`src/rtl/core/assert_macros.svh`:
```
// assertion macros shared by the rtl of the list engine
`ifndef ASSERT_MACROS_SVH
`define ASSERT_MACROS_SVH

// check on every rising clock edge outside reset
`define ICL_ASSERT(name, prop, msg) \
  name: assert property (@(posedge clk_i) disable iff (!rst_ni) (prop)) else $error(msg);

// implication checked on every rising clock edge outside reset
`define ICL_ASSERT_IMPL(name, cond, prop, msg) \
  name: assert property (@(posedge clk_i) disable iff (!rst_ni) \
    (cond) |-> (prop)) else $error(msg);

`endif

```
`src/rtl/core/icl_pkg.sv`:
```
// types and codes of the indexed circular list engine
package icl_pkg;

  localparam int NodeW = 8;

  typedef logic [NodeW-1:0] node_t;

  typedef enum logic [2:0] {
    OP_MAKE_ROOT  = 3'd0,
    OP_INS_AFTER  = 3'd1,
    OP_INS_BEFORE = 3'd2,
    OP_UNLINK     = 3'd3,
    OP_LOCATE     = 3'd4,
    OP_COUNT      = 3'd5
  } op_e;

  typedef enum logic [2:0] {
    ST_CLEAR,
    ST_IDLE,
    ST_READ,
    ST_EDIT1,
    ST_EDIT2,
    ST_WALK
  } state_e;

  // one port pair of a link memory: a write and a registered read
  typedef struct packed {
    logic  we;
    node_t waddr;
    node_t wdata;
    node_t raddr;
  } mem_req_t;

endpackage

```
`src/rtl/core/icl_ram.sv`:
```
// generic single write port ram with registered read
module icl_ram #(
  parameter int WIDTH = 8,
  parameter int DEPTH = 256
) (
  input  logic                     clk_i,
  input  logic                     we_i,
  input  logic [$clog2(DEPTH)-1:0] waddr_i,
  input  logic [WIDTH-1:0]         wdata_i,
  input  logic [$clog2(DEPTH)-1:0] raddr_i,
  output logic [WIDTH-1:0]         rdata_o
);

  logic [WIDTH-1:0] mem_q [DEPTH];
  logic [WIDTH-1:0] rdata_q;

  always_ff @(posedge clk_i) begin
    if (we_i) begin
      mem_q[waddr_i] <= wdata_i;
    end
    rdata_q <= mem_q[raddr_i];
  end

  assign rdata_o = rdata_q;

endmodule

```
`src/rtl/core/icl_seq.sv`:
```
// command sequencer: link edits, ring walks and the clearing pass
module icl_seq #(
  parameter int NODES = 256
) (
  input  logic              clk_i,
  input  logic              rst_ni,
  input  logic              start_i,
  output logic              busy_o,
  input  logic [2:0]        op_i,
  input  icl_pkg::node_t    ref_node_i,
  input  icl_pkg::node_t    item_node_i,
  output logic              result_valid_o,
  output icl_pkg::node_t    result_value_o,
  output icl_pkg::mem_req_t fwd_req_o,
  output icl_pkg::mem_req_t bwd_req_o,
  output icl_pkg::mem_req_t root_req_o,
  input  icl_pkg::node_t    fwd_rd_i,
  input  icl_pkg::node_t    bwd_rd_i,
  input  icl_pkg::node_t    root_rd_i
);

  localparam int DEPTH   = (NODES < 256) ? NODES : 256;
  localparam int AW      = $clog2(DEPTH);
  localparam int SW      = $clog2(NODES);
  localparam int CW      = (SW > 8) ? SW : 8;
  localparam int CNT_CAP = (NODES - 1 < 255) ? NODES - 1 : 255;

  icl_pkg::state_e state_q, state_d;
  logic [AW-1:0]   clr_q, clr_d;
  logic            result_valid_q, result_valid_d;
  icl_pkg::node_t  result_value_q, result_value_d;
  logic [2:0]      op_q, op_d;
  icl_pkg::node_t  ref_q, ref_d;
  icl_pkg::node_t  item_q, item_d;
  icl_pkg::node_t  a_q, a_d;
  icl_pkg::node_t  b_q, b_d;
  logic [CW-1:0]   cnt_q, cnt_d;

  logic cmd_ok;
  logic walk_op;
  logic hit_root;
  logic hit_item;
  logic walk_end;
  logic edit_last;

  function automatic logic in_pool(icl_pkg::node_t n);
    in_pool = (32'(n) < 32'(NODES));
  endfunction

  always_comb begin
    unique case (op_i)
      icl_pkg::OP_MAKE_ROOT,
      icl_pkg::OP_UNLINK:    cmd_ok = in_pool(item_node_i);
      icl_pkg::OP_INS_AFTER,
      icl_pkg::OP_INS_BEFORE: cmd_ok = in_pool(item_node_i) && in_pool(ref_node_i);
      icl_pkg::OP_LOCATE,
      icl_pkg::OP_COUNT:     cmd_ok = in_pool(ref_node_i);
      default:               cmd_ok = 1'b0;
    endcase
  end

  // shared compare unit: the read link against the root and the item
  assign hit_root = (fwd_rd_i == ref_q);
  assign hit_item = (fwd_rd_i == item_q);
  assign walk_op  = (op_q == icl_pkg::OP_LOCATE) || (op_q == icl_pkg::OP_COUNT);

  always_comb begin
    if (op_q == icl_pkg::OP_LOCATE) begin
      walk_end = hit_root || hit_item || (cnt_q == CW'(NODES - 1));
    end else begin
      walk_end = hit_root || (cnt_q == CW'(CNT_CAP));
    end
  end

  // make root ends after its writes in EDIT1, unlinking a lone node writes nothing
  assign edit_last = (op_q == icl_pkg::OP_MAKE_ROOT) ||
                     ((op_q == icl_pkg::OP_UNLINK) && hit_item);

  // next state
  always_comb begin
    state_d = state_q;
    unique case (state_q)
      icl_pkg::ST_CLEAR: begin
        if (clr_q == AW'(DEPTH - 1)) state_d = icl_pkg::ST_IDLE;
      end
      icl_pkg::ST_IDLE: begin
        if (start_i && cmd_ok) state_d = icl_pkg::ST_READ;
      end
      icl_pkg::ST_READ: begin
        state_d = walk_op ? icl_pkg::ST_WALK : icl_pkg::ST_EDIT1;
      end
      icl_pkg::ST_EDIT1: begin
        state_d = edit_last ? icl_pkg::ST_IDLE : icl_pkg::ST_EDIT2;
      end
      icl_pkg::ST_EDIT2: begin
        state_d = icl_pkg::ST_IDLE;
      end
      icl_pkg::ST_WALK: begin
        if (walk_end) state_d = icl_pkg::ST_IDLE;
      end
      default: begin
        state_d = icl_pkg::ST_IDLE;
      end
    endcase
  end

  // datapath and memory requests
  always_comb begin
    fwd_req_o      = '{we: 1'b0, waddr: ref_q, wdata: item_q, raddr: ref_q};
    bwd_req_o      = '{we: 1'b0, waddr: ref_q, wdata: item_q, raddr: ref_q};
    root_req_o     = '{we: 1'b0, waddr: item_q, wdata: item_q, raddr: ref_q};
    busy_o         = (state_q != icl_pkg::ST_IDLE);
    clr_d          = clr_q;
    result_valid_d = 1'b0;
    result_value_d = result_value_q;
    op_d           = op_q;
    ref_d          = ref_q;
    item_d         = item_q;
    a_d            = a_q;
    b_d            = b_q;
    cnt_d          = cnt_q;

    unique case (state_q)
      icl_pkg::ST_CLEAR: begin
        fwd_req_o  = '{we: 1'b1, waddr: 8'(clr_q), wdata: 8'(clr_q), raddr: ref_q};
        bwd_req_o  = '{we: 1'b1, waddr: 8'(clr_q), wdata: 8'(clr_q), raddr: ref_q};
        root_req_o = '{we: 1'b1, waddr: 8'(clr_q), wdata: 8'(clr_q), raddr: ref_q};
        clr_d      = clr_q + AW'(1);
      end
      icl_pkg::ST_IDLE: begin
        if (start_i) begin
          op_d   = op_i;
          ref_d  = ref_node_i;
          item_d = item_node_i;
          if (!cmd_ok) begin
            result_valid_d = 1'b1;
            result_value_d = '0;
          end
        end
      end
      icl_pkg::ST_READ: begin
        if (op_q == icl_pkg::OP_UNLINK) begin
          fwd_req_o.raddr = item_q;
          bwd_req_o.raddr = item_q;
        end
        cnt_d = '0;
      end
      icl_pkg::ST_EDIT1: begin
        a_d = fwd_rd_i;
        b_d = bwd_rd_i;
        unique case (op_q)
          icl_pkg::OP_INS_AFTER: begin
            fwd_req_o.we     = 1'b1;
            fwd_req_o.waddr  = ref_q;
            fwd_req_o.wdata  = item_q;
            bwd_req_o.we     = 1'b1;
            bwd_req_o.waddr  = item_q;
            bwd_req_o.wdata  = ref_q;
            root_req_o.we    = 1'b1;
            root_req_o.wdata = root_rd_i;
          end
          icl_pkg::OP_INS_BEFORE: begin
            bwd_req_o.we     = 1'b1;
            bwd_req_o.waddr  = ref_q;
            bwd_req_o.wdata  = item_q;
            fwd_req_o.we     = 1'b1;
            fwd_req_o.waddr  = item_q;
            fwd_req_o.wdata  = ref_q;
            root_req_o.we    = 1'b1;
            root_req_o.wdata = root_rd_i;
          end
          icl_pkg::OP_MAKE_ROOT,
          icl_pkg::OP_UNLINK: begin
            // item becomes a lone self-linked root
            if (!(op_q == icl_pkg::OP_UNLINK && hit_item)) begin
              fwd_req_o.we    = 1'b1;
              fwd_req_o.waddr = item_q;
              fwd_req_o.wdata = item_q;
              bwd_req_o.we    = 1'b1;
              bwd_req_o.waddr = item_q;
              bwd_req_o.wdata = item_q;
              root_req_o.we   = 1'b1;
            end
          end
          default: begin
          end
        endcase
        if (edit_last) begin
          result_valid_d = 1'b1;
          result_value_d = '0;
        end
      end
      icl_pkg::ST_EDIT2: begin
        unique case (op_q)
          icl_pkg::OP_INS_AFTER: begin
            fwd_req_o.we    = 1'b1;
            fwd_req_o.waddr = item_q;
            fwd_req_o.wdata = a_q;
            bwd_req_o.we    = 1'b1;
            bwd_req_o.waddr = a_q;
            bwd_req_o.wdata = item_q;
          end
          icl_pkg::OP_INS_BEFORE: begin
            bwd_req_o.we    = 1'b1;
            bwd_req_o.waddr = item_q;
            bwd_req_o.wdata = b_q;
            fwd_req_o.we    = 1'b1;
            fwd_req_o.waddr = b_q;
            fwd_req_o.wdata = item_q;
          end
          icl_pkg::OP_UNLINK: begin
            // join the former neighbors
            fwd_req_o.we    = 1'b1;
            fwd_req_o.waddr = b_q;
            fwd_req_o.wdata = a_q;
            bwd_req_o.we    = 1'b1;
            bwd_req_o.waddr = a_q;
            bwd_req_o.wdata = b_q;
          end
          default: begin
          end
        endcase
        result_valid_d = 1'b1;
        result_value_d = '0;
      end
      icl_pkg::ST_WALK: begin
        fwd_req_o.raddr = fwd_rd_i;
        if (walk_end) begin
          result_valid_d = 1'b1;
          if (op_q == icl_pkg::OP_COUNT) begin
            result_value_d = cnt_q[7:0];
          end else if (hit_root || hit_item) begin
            result_value_d = fwd_rd_i;
          end else begin
            result_value_d = ref_q;
          end
        end else begin
          cnt_d = cnt_q + CW'(1);
        end
      end
      default: begin
      end
    endcase
  end

  always_ff @(posedge clk_i or negedge rst_ni) begin
    if (!rst_ni) begin
      state_q        <= icl_pkg::ST_CLEAR;
      clr_q          <= '0;
      result_valid_q <= 1'b0;
    end else begin
      state_q        <= state_d;
      clr_q          <= clr_d;
      result_valid_q <= result_valid_d;
    end
  end

  always_ff @(posedge clk_i) begin
    result_value_q <= result_value_d;
    op_q           <= op_d;
    ref_q          <= ref_d;
    item_q         <= item_d;
    a_q            <= a_d;
    b_q            <= b_d;
    cnt_q          <= cnt_d;
  end

  assign result_valid_o = result_valid_q;
  assign result_value_o = result_value_q;

endmodule

```
`src/rtl/core/indexed_circular_list_engine.sv`:
```
// top level of the indexed circular list engine
//
// A pool of nodes, each with a forward link, a backward link and a root index,
// forming circular doubly linked rings held in three link memories.
// Command channel: op_i, ref_node_i and item_node_i transfer at a rising edge
// with start high and busy low. busy stays high while a command runs.
// Result channel: result_value_o is valid for exactly one cycle with
// result_valid_o high, and the receiver has no way to hold it off.
// Control states from the command transfer to the result strobe:
//   command with a node outside the pool or an unused op code: answered from IDLE
//   make root, or unlink of a lone node: READ, EDIT1
//   insert after, insert before, unlink: READ, EDIT1, EDIT2
//   locate and count: READ, then WALK until the stop, passing fewer than NODES nodes
// Every cycle is one registered read of a link memory, so a walk moves one
// node per cycle; busy is low in the cycle that shows the result, so the next
// command may transfer there.
// After reset a clearing pass makes every node a lone self-linked root,
// writing one entry per cycle, for all min(NODES, 256) entries, with busy high.
module indexed_circular_list_engine #(
  parameter int NODES = 256
) (
  input  logic                 clk_i,
  input  logic                 rst_ni,
  input  logic                 start,
  output logic                 busy,
  input  logic [2:0]           op_i,
  input  logic [7:0]           ref_node_i,
  input  logic [7:0]           item_node_i,
  output logic                 result_valid_o,
  output logic [7:0]           result_value_o
);

  `include "assert_macros.svh"

  localparam int DEPTH = (NODES < 256) ? NODES : 256;
  localparam int AW    = $clog2(DEPTH);

  icl_pkg::mem_req_t fwd_req;
  icl_pkg::mem_req_t bwd_req;
  icl_pkg::mem_req_t root_req;
  icl_pkg::node_t    fwd_rd;
  icl_pkg::node_t    bwd_rd;
  icl_pkg::node_t    root_rd;

  icl_seq #(
    .NODES (NODES)
  ) u_seq (
    .clk_i          (clk_i),
    .rst_ni         (rst_ni),
    .start_i        (start),
    .busy_o         (busy),
    .op_i           (op_i),
    .ref_node_i     (ref_node_i),
    .item_node_i    (item_node_i),
    .result_valid_o (result_valid_o),
    .result_value_o (result_value_o),
    .fwd_req_o      (fwd_req),
    .bwd_req_o      (bwd_req),
    .root_req_o     (root_req),
    .fwd_rd_i       (fwd_rd),
    .bwd_rd_i       (bwd_rd),
    .root_rd_i      (root_rd)
  );

  icl_ram #(
    .WIDTH (icl_pkg::NodeW),
    .DEPTH (DEPTH)
  ) u_fwd_ram (
    .clk_i   (clk_i),
    .we_i    (fwd_req.we),
    .waddr_i (fwd_req.waddr[AW-1:0]),
    .wdata_i (fwd_req.wdata),
    .raddr_i (fwd_req.raddr[AW-1:0]),
    .rdata_o (fwd_rd)
  );

  icl_ram #(
    .WIDTH (icl_pkg::NodeW),
    .DEPTH (DEPTH)
  ) u_bwd_ram (
    .clk_i   (clk_i),
    .we_i    (bwd_req.we),
    .waddr_i (bwd_req.waddr[AW-1:0]),
    .wdata_i (bwd_req.wdata),
    .raddr_i (bwd_req.raddr[AW-1:0]),
    .rdata_o (bwd_rd)
  );

  icl_ram #(
    .WIDTH (icl_pkg::NodeW),
    .DEPTH (DEPTH)
  ) u_root_ram (
    .clk_i   (clk_i),
    .we_i    (root_req.we),
    .waddr_i (root_req.waddr[AW-1:0]),
    .wdata_i (root_req.wdata),
    .raddr_i (root_req.raddr[AW-1:0]),
    .rdata_o (root_rd)
  );

  `ICL_ASSERT_IMPL(a_result_when_idle, result_valid_o, !busy,
    "result strobe while a command is still running")
  `ICL_ASSERT_IMPL(a_start_answered, start && !busy, ##1 (busy || result_valid_o),
    "accepted command neither runs nor answers")
  `ICL_ASSERT(a_writes_while_busy, !(fwd_req.we || bwd_req.we || root_req.we) || busy,
    "link memory written while idle")

endmodule
```
`config.mk`:
```
export PLATFORM = sky130hd
export DESIGN_NAME = indexed_circular_list_engine
export DESIGN_NICKNAME = d
export VERILOG_FILES = /design/src/rtl/core/icl_pkg.sv /design/src/rtl/core/icl_ram.sv /design/src/rtl/core/icl_seq.sv /design/src/rtl/core/indexed_circular_list_engine.sv
export VERILOG_INCLUDE_DIRS = /design/src /design/src/rtl/core
export SDC_FILE = /design/constraint.sdc
export NUM_CORES = 2
export LEC_CHECK = 0
export BUFFER_PORTS_ARGS = -buffer_cell sky130_fd_sc_hd__buf_2
export CAP_MARGIN = 15
export CELL_PAD_IN_SITES_DETAIL_PLACEMENT = 1
export CELL_PAD_IN_SITES_GLOBAL_PLACEMENT = 1
export CORE_MARGIN = 2
export CORE_UTILIZATION = 35
export DETAILED_ROUTE_END_ITERATION = 6
export GPL_TIMING_DRIVEN = 0
export HOLD_SLACK_MARGIN = 0.08
export PLACE_DENSITY_LB_ADDON = 0.1
export SLEW_MARGIN = 10
export SYNTH_ARGS = -nofsm -noshare
export SYNTH_HDL_FRONTEND = slang
export SYNTH_SLANG_ARGS = --single-unit
```
`constraint.sdc`:
```
create_clock -name clk_i -period 9.9 [get_ports clk_i]
set_clock_uncertainty 0.15 [all_clocks]
set_input_delay 0.495 -clock clk_i [delete_from_list [all_inputs] [get_ports clk_i]]
set_output_delay 0.495 -clock clk_i [all_outputs]
set_load 0.02 [all_outputs]
```
# [After elaboration in Yosys (flattened, before gate mapping)]
# Memory sizes are Yosys's and may differ from the RTL's. A register that Yosys moved wholly into a read port is not among the register bits.
# Index checks and enable logic that the tools add are counted.
[word_totals] reg_bits=63 ram_bits=4096 out_inout_bits=10 memories=2
[memory_table] memory="u_bwd_ram.mem_q" depth=256 width=8 read_ports=1 rd_ports_with_merged_regs=1 wr=1 line="icl_ram.sv:14" rtl="logic [WIDTH-1:0] mem_q [DEPTH];"
[memory_table] memory="u_fwd_ram.mem_q" depth=256 width=8 read_ports=1 rd_ports_with_merged_regs=1 wr=1 line="icl_ram.sv:14"
[classes] addsub=2 eq_ne=27 n_mux=36 n_reduce_logical=18
[ops] cell="$pmux 17 s3" n=6
[ops] cell="$mux 8" n=9
[ops] cell="$pmux 8 s2" n=2
[ops] cell="$pmux 8 s4" n=1
[ops] cell="$eq 3x2->1 const B" n=6
[ops] cell="$eq 3x3->1 const B" n=6
[ops] cell="$mux 17" n=1
[ops] cell="$add 8x1->8 const B" n=2
[ops] cell="$eq 8x8->1" n=2
[ops] cell="$eq 8x8->1 const B" n=2
[ops] cell="$mux 3" n=5
[ops] cell="$pmux 3 s5" n=1
[ops] cell="$mux 1" n=10
[ops] cell="$eq 3x1->1 const B" n=3
[ops] cell="$logic_not 3->1" n=3
[ops] cell="$ne 2x1->1 const B" n=4
[ops] cell="$ne 2x2->1 const B" n=3
[ops] cell="$reduce_or 6->1" n=1
[ops] cell="$logic_or 1x1->1" n=5
[ops] cell="$reduce_and 5->1" n=1
[ops] cell="$pmux 1 s4" n=1
[ops] cell="$reduce_and 2->1" n=2
[ops] cell="$reduce_bool 4->1" n=1
[ops] cell="$ne 3x1->1 const B" n=1
[ops] cell="other kinds (4)" n=5

# [Depth between registers and ports, before layout]
[logic_depth] word_depth=7 depth_mapped=17 mapped_depth_nobuf=11

# [Modules after synthesis]
# Synthesis repeated with hierarchy kept, for this count alone.
[unflattened] cells_unflattened=11747 area_unflattened_um2=243548.6
[by_module_without_submodules] module="icl_ram" n_inst=3 cells_per_inst=3733 area_per_inst_um2=79556.3
[by_module_without_submodules] module="icl_seq" n_inst=1 cells_per_inst=548 area_per_inst_um2=4879.7

# [Worst setup path after synthesis]
# OpenSTA, ideal clock, no wires.
[synth_path] kind="reg2reg" start="reg u_seq.op_q[1]" end="mem u_fwd_ram.mem_q[0][0], data pin" setup_time_ns=1.628 arrival_time_ns=8.802 required_time_ns=8.122 slack_ns=-0.680 stages_incl_launch_ff=6 period_less_slack_ns=10.580 cell_sequence="edfxtp_1 -> clkbuf_1 -> nand2_1 -> nor2_1 -> mux2i_1 -> o221ai_1"
[synth_lines] element="start: declaration" line="icl_seq.sv:32" rtl="logic [2:0] op_q, op_d;"
[synth_lines] element="start signal: assignment" line="icl_seq.sv:260" rtl="op_q <= op_d;"
[synth_lines] element="end: declaration" line="icl_ram.sv:14"

# [Worst setup path after layout]
[layout_path] start="reg u_seq.op_q[2]" end="reg u_bwd_ram.rdata_q[5] (netlist: u_bwd_ram.rdata_o[5]), read port of u_bwd_ram.mem_q"
[layout_between] elab_chain_len=3
[layout_rtl] element="$eq 3x2->1" line="icl_seq.sv:142" rtl="if (op_q == icl_pkg::OP_UNLINK) begin"
[layout_rtl] element="$mux 8" line="icl_seq.sv:142"
[layout_rtl] element="$mux 8" line="icl_seq.sv:123" rtl="unique case (state_q)"
[layout_rtl] element="end: declaration" line="icl_ram.sv:15" rtl="logic [WIDTH-1:0] rdata_q;"
# No other way between the ends.
# A chain may end at the register's enable or synchronous reset.

==> impl_results.md <==
- RSZ-0062 raised after global routing: false
- Ys flop type: edfxtp_1
- First-pass GRT wire length: about 1100000 µm
- CORE AREA: between 400000 and 500000 µm²
- HP Start: op_i[2]
- Crit path DAT: 7990 ps
- Die Span Y: 694 µm
- H-Tree Depth: 5
- Overall routing resource usage: 0.356
- DR vias/cell: about 6
- CTS root buffer: clkbuf_16
- PostCTS Resize Cnt: 0
- Final hold slack: slightly above 200 ps
- CTS Buf Count: 464
- Setup-failing EPs final: 0
- Critical path launch point: u_seq.op_q[2]
- Detail Route Antenna Nets: 0
- Fin crit share: 0.739
- Initial Utilization: 0.351
- Worst-margin pin slew: about 1400 ps
- Share of layout cells above drive strength 1: 0.132
- Post-Syn Instances: between 10000 and 15000
- YS warnings: 0
- Setup crit start kind: register
- Hold Fails Final Rpt: 0
- WL final: 878000 µm
- RR Startpoint: u_seq.op_q[2]
- Cell breakdown of the critical path: and3b_1 -> buf_2 -> buf_4 -> nand2_1 -> nand2_1 -> buf_2 -> buf_2 -> clkbuf_2 -> buf_12 -> nand3_1 -> a32o_1 -> a31oi_1 -> o21ai_0 -> nor4_2 -> o32ai_2
- Post-CTS setup buffer count: 0
- Critical Path RT: between 10000 and 15000 ps
- DP Wirelength: around 640000 µm
- # port buffers: 31
- # DRC: 4
- Slew headroom: 0.0339
- Mapped Nets: roughly 12000
- Synth cell types: 88
- F_max: ~140 MHz
- Initial antenna violation count: between 100 and 150
- Status: finished with violations
- Area growth, synth to finish: 17.8%
- DR iter-0 viols: between 15000 and 20000
- Slowest CP cell: a31oi_1
- Most frequent cells in the layout: edfxtp_1 (4147), nand2_1 (2683), nand3_1 (701), mux2i_1 (694), nor2_1 (539)
- DR WL/cell: between 40 and 50 µm
- DRT Pass-1 Iters: 7
- Global placer's final weighted congestion: between 1 and 1.5
- Crit-path max FO: 10
- Total die area: around 480000 µm²
- Static leakage: ~66 nW
- Clk sinks: roughly 4200
- Sum Neg Setup Slack: 0 ps
- Vias in the first global route: ~120k
- Critical Path Max Stage Delay: between 900 and 1000 ps
- Clock tree buffer depth: 4
- Latest clock arrival within the worst-skew pair: approximately 1100 ps
- Most used cell, CP: buf_2
- CP Class: register to register
- Max Slew Vio Count: 0
- Synth Register Bits: around 4200
- IO Pins: 32
- Mapped cell area: about 170000 µm²
- PD cells: approximately 350 nW/µm²
- Max Cap Violations: 0
- Synth top area cells: edfxtp_1 (75%), nand2_1 (6.1%), mux2i_1 (4.2%)
- Top cell type's share of synthesized area: 0.748
- Routed vias: 117000
- Yosys top cell by area: edfxtp_1
- Failing checks: DRC
- FP Rows: roughly 250
- Die width: between 600 and 700 µm
- Syn Area/Cell: approximately 14 µm²
- Gr ovfl total: 0
- FFs w/ async S/R, synth: 0.00287
- Crit. End Element: register
- Sequential-to-total area share from yosys stat: 0.752
- Worst min path class: input port to register
- EDFF count, synth: around 4100
- Min Tclk post-route: approximately 7300 ps
- CTS tree: yes
- Layout Nets: 12700
- Clock transition at the registers of the reported paths: 60 ps
- Most common cell after layout, fill and taps aside: edfxtp_1
- Maximum VDD drop: approximately 210 µV
- Largest net degree at the start of global routing: 45
## cell families after synthesis
logic type                 share of synthesized area
and+or+nand+nor                                0.114
DFF                                            0.752
AOI/OAI and AO/OA                             0.0660
buffers and inverters                         0.0245
muxes                                         0.0421
xor gates and xnor gates                     0.00147
adders and majority gates                   0.000150
## worst max-delay path, delay by kind of cell, from the launching register on
kind / cells / cell delay, ps
AND/OR/NAND/NOR: 5 / 1640
flip-flops: 1 / 470
buffers and inverters: 6 / 2510
AO/OA/AOI/OAI: 4 / 2210
## area by class of cell
class	instances	area, µm²
well taps	6247	7820
fillers	48000	278000
flip-flops and latches	4175	125000
clock inverters	278	2590
diodes	75	188
inverters	5	18.8
repair buffers	378	6020
clock buffers	575	12200
plain buffers	789	4140
multi-input cells	6878	37900
## sequential cells by signal (all words and copies together), names as in the netlist, 8 cells and up
register              cells
u_seq.item_q              8
u_seq.cnt_q               8
u_seq.clr_q               8
u_seq.result_value_o      8
u_seq.a_q                 8
u_fwd_ram.rdata_o         8
u_bwd_ram.mem_q        2048
u_fwd_ram.mem_q        2048
u_seq.ref_q               8
u_seq.b_q                 8
u_bwd_ram.rdata_o         8
## per-layer routing
layer	up-vias	GRT usage	part of all wire
li1	46600	-	-
met1	61600	0.414	0.36
met2	6756	0.571	0.46
met3	2136	0.0571	0.072
met4	18	0.320	0.11
met5	-	0.000800	0.00016
## repair_timing
action / 4_1_cts / 5_1_grt
hold endpoints to repair: 61 / 0
hold buffers: 41 / 0
endpoints found under the setup margin: 0 / 0
## per-stage QoR
step	area [µm²]	utilization	setup slack, ps	power [W]	std cells
finish	196000	0.413	2580	0.0682	19400
global route	196000	0.413	2950	0.0688	19300
CTS	196000	0.413	2920	0.0675	19300
detailed placement	180000	0.381	2940	0.0505	18400
global placement	174000	0.368	-12740	0.0459	18100
floorplan	166000	-	-592	0.0353	11800
## where the power goes
group	internal, W	total, W	switching, W
combinational	0.00597	0.0262	0.0203
clock	0.00973	0.0173	0.00759
sequential	0.0245	0.0247	0.000204
total	0.0402	0.0682	0.0281
## synthesized netlist by cell type (7+ instances only)
cell,number
nor2_1,621
o21ai_1,30
o22a_1,23
a21oi_1,344
a32oi_1,100
xnor2_1,17
buf_4,105
nand3b_1,7
o211ai_1,20
a221oi_1,12
buf_1,45
buf_6,26
edfxtp_1,4147
nor4_1,90
o221ai_1,13
buf_2,361
o31ai_1,8
o21ai_0,168
a22oi_1,82
nand4_1,161
clkbuf_1,247
nand2b_1,12
a32o_1,39
o22ai_1,273
a311oi_1,92
dfxtp_1,16
and3_1,107
xor2_1,11
and2_1,12
o2111ai_1,12
nor2b_1,17
a2111oi_0,14
dfrtp_1,12
nand2_1,2683
o21a_1,12
nand3_1,701
nor3_1,31
mux2i_1,694
a211oi_1,74
a31oi_1,298
## final timing paths
check	endpoint	slack (ps)	cells past startpoint
min	u_seq.result_valid_o	210	4
max reg2reg	u_bwd_ram.rdata_o[5]	2580	15
max in group asynchronous	u_seq.result_valid_o	8830	3
min in group asynchronous	u_seq.state_q[0]	370	3
min reg2reg	u_seq.b_q[0]	260	0
max	u_bwd_ram.rdata_o[5]	2580	15
Power figures use the tool's default switching activity.
